File: src/rtl/core/adj_pkg.sv
// ----------------------------------------------------------------------------
// adj_pkg
// Shared widths, codes and types of the pair list to adjacency table block.
// ----------------------------------------------------------------------------
package adj_pkg;

  localparam int ID_W       = 10;  // node id
  localparam int SLOT_W     = 3;   // slot index of a read
  localparam int KIND_W     = 2;
  localparam int STAT_W     = 2;
  localparam int NC_W       = 11;  // node_count register
  localparam int SC_W       = 4;   // slots_per_node register
  localparam int VAL_W      = 11;  // signed entry value
  localparam int CFG_IDX_W  = 1;
  localparam int CFG_W      = 11;
  localparam int IN_DATA_W  = 24;
  localparam int OUT_DATA_W = 16;

  localparam logic [VAL_W-1:0] EMPTY_VAL = '1;  // -1

  localparam logic [CFG_IDX_W-1:0] REG_NODE_COUNT     = 1'b0;
  localparam logic [CFG_IDX_W-1:0] REG_SLOTS_PER_NODE = 1'b1;

  typedef enum logic [KIND_W-1:0] {
    KIND_CLEAR  = 2'd0,
    KIND_INSERT = 2'd1,
    KIND_READ   = 2'd2
  } kind_t;

  typedef enum logic [STAT_W-1:0] {
    ST_OK      = 2'd0,
    ST_FULL    = 2'd1,
    ST_RANGE   = 2'd2,
    ST_IGNORED = 2'd3
  } status_t;

  typedef enum logic [3:0] {
    S_INIT,   // fill count sweep after reset
    S_IDLE,
    S_CLR,    // fill count sweep for a clear word
    S_FA,     // read fill count of first id
    S_FB,     // check first id, read fill count of second id
    S_FC,     // check second id
    S_WA,     // append to first id's list
    S_WB,     // append to second id's list
    S_RA,     // read fill count and slot
    S_RB,     // form read result
    S_PUSH    // load output register
  } state_t;

  typedef struct packed {
    status_t           status;
    logic [VAL_W-1:0]  value;
  } resp_t;

  typedef struct packed {
    kind_t              kind;
    logic [ID_W-1:0]    first_id;
    logic [ID_W-1:0]    second_id;
    logic [SLOT_W-1:0]  slot_index;
  } cmd_t;

endpackage

File: src/rtl/core/adj_unit.sv
// ----------------------------------------------------------------------------
// adj_unit
// Shared list unit: capacity compare, count increment and store address.
// ----------------------------------------------------------------------------
module adj_unit import adj_pkg::*; #(
  parameter int MAX_NODES = 1024,
  parameter int MAX_SLOTS = 8,
  localparam int AW       = $clog2(MAX_NODES * MAX_SLOTS),
  localparam int CNT_W    = $clog2(MAX_SLOTS + 1)
) (
  input  logic [ID_W-1:0]  node,
  input  logic [CNT_W-1:0] count,
  input  logic [SC_W-1:0]  cap,
  output logic             full,
  output logic [CNT_W-1:0] count_inc,
  output logic [AW-1:0]    addr
);

  localparam int CMP_W = (CNT_W > SC_W) ? CNT_W : SC_W;
  localparam int PW    = ID_W + CNT_W;

  logic [PW-1:0] prod;

  assign full      = CMP_W'(count) >= CMP_W'(cap);
  assign count_inc = count + 1'b1;
  // row base plus position; constant multiplier
  assign prod      = PW'(node) * PW'(MAX_SLOTS) + PW'(count);
  assign addr      = AW'(prod);

endmodule

File: config.mk
export PLATFORM = sky130hd
export DESIGN_NAME = adj_unit
export DESIGN_NICKNAME = d
export VERILOG_FILES = /design/src/rtl/core/adj_pkg.sv /design/src/rtl/core/adj_unit.sv
export SDC_FILE = /design/constraint.sdc
export NUM_CORES = 1
export LEC_CHECK = 0
export ABC_AREA = 1
export BUFFER_PORTS_ARGS = -buffer_cell sky130_fd_sc_hd__buf_4
export CORE_AREA = 3 3 40 42
export DETAILED_ROUTE_END_ITERATION = 8
export DIE_AREA = 0 0 43 45
export PLACE_DENSITY_LB_ADDON = 0.2
export SYNTH_ARGS = -nofsm -noshare
export SYNTH_HDL_FRONTEND = slang
export SYNTH_SLANG_ARGS = --single-unit
export TNS_END_PERCENT = 100
File: constraint.sdc
create_clock -name vclk -period 1.6
set_clock_uncertainty 0.05 [all_clocks]
set_input_delay 0.16 -clock vclk [all_inputs]
set_output_delay 0.16 -clock vclk [all_outputs]
set_load 0.05 [all_outputs]
After elaboration in Yosys (flattened, before gate mapping)
Cells that the tools add are included.
Widths: inputs -> output; s select.

cells by class
  multiply operators = 0
  reduce and logical (&&, ||, !) cells = 0
  multiplexer cells = 0
  div/mod/pow operators = 0
  eq/ne operators = 0
  $lt $le $gt $ge = 1
  shift operators = 0
  add/subtract/negate cells = 2
  bitwise gates (word level) = 0

operators with widths
  kind                 count
  $add 13x4->13        1
  $add 4x1->4 const B  1
  $ge 4x4->1           1

word-level totals
  RAM bits = 0
  bits in latches = 0
  memory bits (read-only) = 0
  memories = 0
  bits of input ports = 18
  output and inout bits = 18
  bits in registers = 0
  logic and storage cells = 3

Longest topological paths before layout
Gate-level depths: netlist (run 1).

  depth in word-level cells = 1
  depth in mapped cells = 7
  mapped depth without buffers = 7

Worst setup path after synthesis (run 1)
OpenSTA, ideal clock, no wires.

  kind = input port to output port
  from = in node[0]
  to = out addr[7]
  path slack = -0.070 ns
  stages on the path = 4
  data required time = 1.390 ns
  arrival = 1.460 ns
  path through = ha_1 -> ha_1 -> nand3_2 -> xnor2_1

between the ends
  word-level cells in the longest chain between the ends = 1

ends and longest elaborated chain
  element          RTL line        source
  start, declared  adj_unit.sv:11  input logic [ID_W-1:0] node,
  $add 13x4->13    adj_unit.sv:27  assign prod = PW'(node) * PW'(MAX_SLOTS) + PW'(count);
  end, declared    adj_unit.sv:16  output logic [AW-1:0] addr

Every way passes these cells.

Worst setup path after layout (run 1)
  from = in count[3]
  to = out addr[11]

between the ends
  word-level cells in the longest chain between the ends = 1

ends and longest elaborated chain
  element          RTL line        source
  start, declared  adj_unit.sv:12  input logic [CNT_W-1:0] count,
  $add 13x4->13    adj_unit.sv:27

Every way passes these cells.

==> summary.md, run 1 <==
| Metric | Value |
|---|---|
| Vert. Die Dim | 45 um |
| Sw Ratio | 65.4% |
| Row Count | 13 |
| Fin. Hold Viols | 0 |
| Hold buffers post-CTS | 0 |
| Count leader, synth | nand2_1 |
| CTS resizes | 0 |
| Crit-path max FO | 3 |
| Vias per inst | 4.24 |
| IO Pins | 36 |
| P_sw | 187 uW |
| Diodes inserted | 0 |
| WHS Path Cells | 2 |
| Remaining global-route overflow | 0 |
| Sequential Power Share | 0% |
| Initial antenna violation count | 0 |
| Rel. slew slack | 90.6% |
| Final setup margin | 0.134 ns |
| DR pass1 iterations | 2 |
| Finish-stage setup viols | 0 |
| Crit share post-route | 91.6% |
| Register area share after synthesis | 0% |
| # fillers | 146 |
| Area growth syn-to-layout | 73.2% |
| P per Cell Area | 440 nW/um2 |
| Layout cells sized above 1 | 42.3% |
| Yosys warns | 0 |
| Pleak | 0.000394 uW |
| Hold crit path type | input port to output port |
| Post-placement setup slack | 0.124 ns |
| Hold Startpoint | count[0] |
| Nets | 124 |
| Critical path launch point type | input port |
| Max-cap violations | 0 |
| Drt drc | 0 |
| Avg Cell Area, Syn | 5.85 um2 |
| Top cells by area, synth | ha_1, nand2_1, inv_1, nand3_1, xnor2_1 |
| Initial Utilization | 29.1% |
| Vias in the first global route | 406 |
| Clock power frac | 0% |
| Met2 usage | 18.9% |
| DP HPWL | 899 um |
| Overall die area | 1940 um2 |
| Tmin final | 1.47 ns |
| RePlAce Congestion | 0.720 |
| Met3 Use GR | 1.20% |
| Initial drt markers | 2 |
| WL per Instance | 8.38 um |
| First-pass GRT wire length | 1470 um |
| Syn_nets | 89 |
| Final Slew Violations | 0 |
| Most used routing layer | met2 |
| Worst EP required | 1.39 ns |
| Kind of critical path | input port to output port |
| Largest net degree at the start of global routing | 6 |
| Overall Power | 285 uW |
| Final TNS setup | 0 ns |
| Status | complete, no violations |
| Worst vdd ir | 0.242 mV |
| Top cell type's share of synthesized area | 23.4% |
| Synth cell count leaders | nand2_1, inv_1, ha_1, nand3_1 |
| Total Wirelength | 939 um |
| Post-route ant nets | 0 |
| Worst Path Arrival | 1.26 ns |
| Critical path capture point type | output port |
| Fmax | 0.682 GHz |
| GR Util All Layers | 8.96% |
| Synth Cell Area | 374 um2 |
| Comb power frac | 100.0% |
| Vias post-DR | 475 |
| Syn Inst Count | 64 |
| WHS Endpoint | addr[0] |
| P_int | 98.8 uW |
| Number of port buffers | 36 |
| Unrepaired setup endpoints after global routing | false |
| Worst slew pin tran | 0.140 ns |
| Multi-input gate area | 310 um2 |
| Yosys top cell by area | ha_1 |
| Yosys cell types | 13 |
| Cell Area, Placed | 648 um2 |
| Die W | 43 um |
| Finished Cell Area | 648 um2 |
| Clkbuf count | 0 |
| Met1 Track Usage GR | 10.0% |
| Reg area | 0 um2 |
| FF+latch count | 0 |
| Setup Buffers After CTS | 0 |
| Core area | 1280 um2 |
-- stage by stage --
stage | util (%) | hold slack, ns | std cells
CTS | 50.4 | 0.561 | 112
detailed placement | 50.4 | 0.561 | 112
floorplan | - | 0.437 | 64
finish | 50.4 | 0.559 | 112
global route | 50.4 | 0.570 | 112
global placement | 50.4 | 0.559 | 112
-- how the worst max path moves through the flow --
stage                        start        to  slack [ns]  cells past startpoint
after floorplan            node[0]   addr[5]        0.05                      3
after global routing      count[3]  addr[11]        0.03                      9
after detailed placement  count[3]  addr[11]        0.12                      9
after global placement    count[3]  addr[11]        0.16                      9
after CTS                 count[3]  addr[11]        0.12                      9
final                     count[3]  addr[11]        0.13                      9
-- layer usage --
| metal | up-vias | wire [um] |
|---|---|---|
| met5 | - | 0 |
| met2 | 18 | 483 |
| met4 | 0 | 0 |
| met3 | 0 | 85 |
| li1 | 264 | - |
| met1 | 193 | 371 |
-- layout by cell type, fill, tap and decap left out, drive strengths merged --
master and count:
o21ai 3, xor2 2, nand3 9, inv 13, buf 36, nand2 19
xnor2 3, ha 7, a21oi 1, nor2 4
-- area by class of cell --
class / instances / share of cell area [%]
Tap cell: 15 / 2.90
Timing Repair Buffer: 36 / 41.7
Multi-Input combinational cell: 48 / 47.9
Inverter: 13 / 7.53
-- cells by family (layout without fill, tap and decap cells) --
logic type / after synthesis / count (layout) / share of synthesized area, %
adders and majority gates: 7 / 7 / 23.4
xor gates and xnor gates: 5 / 5 / 11.7
buffers and inverters: 16 / 49 / 19.1
and+or+nand+nor: 32 / 32 / 40.5
AOI/OAI and AO/OA: 4 / 4 / 5.35
-- critical path, stage by stage --
cell and delay [ns]:
buf_4 0.10, ha_1 0.18, ha_1 0.21, nand3_2 0.13
nor2_2 0.14, nand2_1 0.06, nand2_1 0.05, nand2_1 0.04
buf_4 0.18
-- power groups by stage --
| stage | clock network (uW) | logic, uW | registers (uW) |
|---|---|---|---|
| 2_1_floorplan | 0 | 189 | 0 |
| 3_3_place_gp | 0 | 286 | 0 |
| 3_5_place_dp | 0 | 288 | 0 |
| 4_1_cts | 0 | 289 | 0 |
| 5_1_grt | 0 | 305 | 0 |
| 6_report | 0 | 285 | 0 |
Power figures use the tool's default switching activity.
==> run 2, diff against run 1 <==
--- a/config.mk
+++ b/config.mk
@@ -5,12 +5,13 @@
 export SDC_FILE = /design/constraint.sdc
 export NUM_CORES = 1
 export LEC_CHECK = 0
-export ABC_AREA = 1
+export ABC_AREA = 0
 export BUFFER_PORTS_ARGS = -buffer_cell sky130_fd_sc_hd__buf_4
 export CORE_AREA = 3 3 40 42
 export DETAILED_ROUTE_END_ITERATION = 8
 export DIE_AREA = 0 0 43 45
 export PLACE_DENSITY_LB_ADDON = 0.2
+export SETUP_SLACK_MARGIN = 0.2
 export SYNTH_ARGS = -nofsm -noshare
 export SYNTH_HDL_FRONTEND = slang
 export SYNTH_SLANG_ARGS = --single-unit
==> summary.md, run 2 <==
| Metric | Value |
|---|---|
| Vias in the first global route | 397 (-2.2%) |
| Initial drt markers | 0 (-2) |
| Finish-stage setup viols | 0 (unchanged) |
| Number of port buffers | 36 (unchanged) |
| Core area | 1280 um2 (unchanged) |
| Kind of critical path | input port to output port |
| Layout cells sized above 1 | 74.3% (+32 points) |
| Syn Inst Count | 41 (-36%) |
| Fmax | 0.729 GHz (+7.0%) |
| Fin. Hold Viols | 0 (unchanged) |
| Reg area | 0 um2 (unchanged) |
| Placed insts | 89 (-21%) |
| Hold buffers post-CTS | 0 (unchanged) |
| Max-cap violations | 0 (unchanged) |
| Worst slew pin tran | 0.187 ns (+0.0471 ns) |
| # fillers | 114 (-22%) |
| Synth cell count leaders | xnor2_1, ha_1, inv_1, nand3_1, buf_4 |
| Area growth syn-to-layout | 118% |
| Most frequent cells in the layout | buf_4, xnor2_2 |
| Status | complete, no violations |
| Avg Cell Area, Syn | 7.66 um2 (+31%) |
| Yosys top cell by area | ha_1 |
| Total Wirelength | 937 um (-0.21%) |
| Count leader, synth | xnor2_1 |
| Largest net degree at the start of global routing | 6 (unchanged) |
| Unrepaired setup endpoints after global routing | true |
| Clkbuf count | 0 (unchanged) |
| First-pass GRT wire length | 1530 um (+4.2%) |
| Tmin final | 1.37 ns (-0.0954 ns) |
| Initial antenna violation count | 0 (unchanged) |
| Final Slew Violations | 0 (unchanged) |
| Remaining global-route overflow | 0 (unchanged) |
| Vias post-DR | 397 (-16%) |
| Vert. Die Dim | 45 um (unchanged) |
| WHS | 0.558 ns (-0.000900 ns) |
| Top cell type's share of synthesized area | 27.9% (+4.5 points) |
| Worst Path Arrival | 1.16 ns (-0.10 ns) |
| Post-route ant nets | 0 (unchanged) |
| Non-filler instance count after layout | 89 (-21%) |
| Overall die area | 1940 um2 (unchanged) |
| Overall Power | 297 uW (+4.0%) |
| Register area share after synthesis | 0% (unchanged) |
| Yosys cell types | 13 (unchanged) |
| DR pass1 iterations | 1 (-1) |
| DP HPWL | 878 um (-2.4%) |
| Nets | 101 (-19%) |
| Worst EP required | 1.39 ns (about the same) |
| Hold crit path type | input port to output port |
| Worst vdd ir | 0.209 mV (-14%) |
| GR Util All Layers | 9.73% (+0.77 points) |
| Post-layout util | 53.2% (+2.7 points) |
| Diodes inserted | 0 (unchanged) |
| Drt drc | 0 (unchanged) |
| IO Pins | 36 (unchanged) |
| Setup Buffers After CTS | 0 (unchanged) |
| Commonest non-fill, non-tap cell in the layout | buf_4 |
| Crit-path max FO | 4 (+1) |
| Top cells by area, synth | ha_1, xnor2_1, nand3_1, buf_4, inv_1 |
| Yosys warns | 0 (unchanged) |
| Rel. slew slack | 87.4% (-3.2 points) |
| Critical path launch point type | input port |
| Multi-input gate area | 353 um2 (+14%) |
| Pleak | 0.000365 uW (-7.3%) |
| Crit share post-route | 85.7% (-6.0 points) |
| P per Cell Area | 435 nW/um2 (-1.3%) |
| Syn_nets | 66 (-26%) |
| Row Count | 13 (unchanged) |
| FF+latch count | 0 (unchanged) |
| Critical path capture point type | output port |
| Die W | 43 um (unchanged) |
| RePlAce Congestion | 0.671 (-6.9%) |
| Synth Cell Area | 314 um2 (-16%) |
| WL per Instance | 10.5 um (+26%) |
| Vias per inst | 4.46 (+5.2%) |
| Initial Utilization | 24.4% (-4.7 points) |
## run 2: cell count changes after synthesis, sizes merged
cell and change:
nand2 -19, inv -7, xnor2 +5, and3 +2
nor2 -2, o21ai -2, a21boi +1, nand3 -1
## run 2: area by class of cell
type	count	area share, %
multi-input cells	32	51.6
repair buffers	36	42.3
inverters	6	3.30
well taps	15	2.75
## run 2: power breakdown
group / total, uW / internal [uW] / switching [uW]
clock network: 0 / 0 / 0
logic: 297 / 112 / 185
registers: 0 / 0 / 0
## run 2: critical path: stages
cell     delay [ns]
buf_4          0.10
ha_2           0.18
ha_2           0.24
nand3_1        0.13
xnor2_2        0.16
buf_6          0.18
## run 2: metrics by stage
stage                     TNS (ns)  worst slack (ns)  area, um2
after CTS                        0             0.207        667
after floorplan            -0.0730           -0.0730        378
after detailed placement         0             0.154        644
after global placement           0             0.177        644
final                            0             0.229        683
after global routing             0             0.168        683
## run 2: path summary, 6_finish.rpt
kind / startpoint / endpoint / depth (start not counted)
hold / removal: count[1] / addr[1] / 2
setup / recovery: count[3] / addr[7] / 6
## run 2: per-layer routing
metal,global-route usage [%],part of all wire (%),vias up
met3,1.20,14,0
met1,11.0,35,174
li1,-,-,199
met2,20.4,51,24
met4,0,0,0
met5,0,0,-
## run 2: cell families after synthesis
group | share of synthesized area [%]
compound gates | 5.58
xor+xnor | 27.9
fa+ha+maj | 27.9
buf+inv | 14.3
simple gates | 24.3
## run 2: timing repair
action / CTS / global route
pin swaps: 0 / 2
gates resized for setup: 7 / 4
endpoints found under the setup margin: 4 / 6
hold endpoints to repair: 0 / 0
==> run 3, diff against run 2 <==
--- a/config.mk
+++ b/config.mk
@@ -10,7 +10,6 @@
 export CORE_AREA = 3 3 40 42
 export DETAILED_ROUTE_END_ITERATION = 8
 export DIE_AREA = 0 0 43 45
-export PLACE_DENSITY_LB_ADDON = 0.2
 export SETUP_SLACK_MARGIN = 0.2
 export SYNTH_ARGS = -nofsm -noshare
 export SYNTH_HDL_FRONTEND = slang
==> constraint.sdc (replaced) <==
create_clock -name vclk -period 1.6
set_clock_uncertainty 0.05 [all_clocks]
set_input_delay 0.24 -clock vclk [all_inputs]
set_output_delay 0.24 -clock vclk [all_outputs]
set_load 0.05 [all_outputs]
==> summary.md, run 3 (synthesis results as in run 2) <==
| Metric | Value |
|---|---|
| Hold buffers post-CTS | 0 (unchanged) |
| Fin. Hold Viols | 0 (unchanged) |
| Final Slew Violations | 0 (unchanged) |
| Critical path launch point type | input port |
| Row Count | 13 (unchanged) |
| Nets | 111 (+9.9%) |
| WL per Instance | 13.5 um (+28%) |
| Post-route ant nets | 0 (unchanged) |
| # fillers | 78 (-32%) |
| Crit path largest cell delay | 0.25 ns (about the same) |
| DR pass1 iterations | 2 (+1) |
| Diodes inserted | 0 (unchanged) |
| RePlAce Congestion | 0.662 (-1.4%) |
| IO Pins | 36 (unchanged) |
| Vias per inst | 4.44 (-0.36%) |
| CP Cell Sequence | buf_8 -> inv_4 -> ha_4 -> inv_2 -> a21boi_4 -> o21ai_2 -> a21oi_4 -> buf_6 |
| Vert. Die Dim | 45 um (unchanged) |
| Initial Utilization | 24.4% (unchanged) |
| Initial drt markers | 1 (+1) |
| Crit share post-route | 88.1% (+2.4 points) |
| Hold Startpoint | count[2] |
| DP HPWL | 996 um (+13%) |
| Rel. slew slack | 86.6% (-0.77 points) |
| Unrepaired setup endpoints after global routing | true |
| Vias in the first global route | 473 (+19%) |
| Worst vdd ir | 0.351 mV (+67%) |
| First-pass GRT wire length | 2090 um (+37%) |
| Remaining global-route overflow | 0 (unchanged) |
| Max-cap violations | 0 (unchanged) |
| Layout cells sized above 1 | 90.5% (+16 points) |
| FF+latch count | 0 (unchanged) |
| Max layer used | met3 |
| WHS Path Cells | 2 (unchanged) |
| Worst EP required | 1.31 ns (-0.08 ns) |
| Kind of critical path | input port to output port |
| Metal2 WL | 788 um (+64%) |
| P per Cell Area | 379 nW/um2 (-13%) |
| Most frequent cells in the layout | buf_4, buf_6, nand3_4 |
| Vias post-DR | 440 (+11%) |
| Worst slew pin tran | 0.200 ns (+0.0127 ns) |
| Area growth syn-to-layout | 231% |
| Fmax | 0.710 GHz (-2.7%) |
| Die W | 43 um (unchanged) |
| Worst Path Arrival | 1.12 ns (-0.04 ns) |
| Status | complete, no violations |
| WHS Endpoint | addr[2] |
| Multi-input gate area | 569 um2 (+61%) |
| Clkbuf count | 0 (unchanged) |
| Initial antenna violation count | 0 (unchanged) |
| Wire length on met3 | 125 um (-2.3%) |
| Number of port buffers | 36 (unchanged) |
| Drt drc | 0 (unchanged) |
| WHS | 0.741 ns (+0.183 ns) |
| Core area | 1280 um2 (unchanged) |
| Tmin final | 1.41 ns (+0.0384 ns) |
| Non-filler instance count after layout | 99 (+11%) |
| Total Wirelength | 1340 um (+42%) |
| GR Util All Layers | 13.7% (+4.0 points) |
| Hold crit path type | input port to output port |
| Largest net degree at the start of global routing | 6 (unchanged) |
| Reg area | 0 um2 (unchanged) |
| Finish-stage setup viols | 0 (unchanged) |
| Pleak | 0.000458 uW (+25%) |
| WL met1 | 421 um (+29%) |
| Critical path capture point type | output port |
| Overall die area | 1940 um2 (unchanged) |
| Commonest non-fill, non-tap cell in the layout | buf_4 |
| Crit-path max FO | 2 (-2) |
| Slowest library cell on the worst path | ha_4 |
| Placed insts | 94 (+5.6%) |
-- run 3: worst max-delay path, delay by kind of cell --
kind                       cells  cell delay [ns]
buffers and inverters          4             0.32
AOI/OAI and AO/OA              3             0.32
adders and majority gates      1             0.25
-- run 3: layout make-up --
type / instances / area share (%)
inverters: 6 / 3.12
multi-input cells: 32 / 54.7
well taps: 15 / 1.80
repair buffers: 46 / 40.4
-- run 3: power by group --
part           switching, uW  total [uW]  internal [uW]
Clock                      0           0              0
Sequential                 0           0              0
Combinational            224         395            171
Total                    224         395            171
-- run 3: worst max-delay path by stage --
stage                   from    to
detailed placement  count[0]  full
CTS                 count[0]  full
global route        count[0]  full
global placement    count[0]  full
floorplan           count[0]  full
finish              count[0]  full
-- run 3: metal layers --
| layer | track usage (%) | vias to the layer above |
|---|---|---|
| met1 | 15.0 | 199 |
| met4 | 0 | 0 |
| met2 | 28.7 | 22 |
| li1 | - | 219 |
| met3 | 2.39 | 0 |
| met5 | 0 | - |
-- run 3: timing repair --
item / 4_1_cts / 5_1_grt
hold endpoints to repair: 0 / 0
pin swaps: 16 / 10
endpoints found under the setup margin: 7 / 7
gates resized for setup: 33 / 4
cloned: 0 / 0
setup buffers: 5 / 0
-- run 3: metrics by stage --
stage	power [uW]	instance area, um2	worst slack (ns)	setup TNS [ns]	utilization [%]
final	395	1040	0.191	0	81.0
after global routing	414	1040	0.143	0	81.0
after CTS	385	1020	0.147	0	79.6
after detailed placement	336	851	-0.0217	-0.0217	66.2
after global placement	335	851	0.0170	0	66.2
after floorplan	223	547	-0.116	-0.116	-
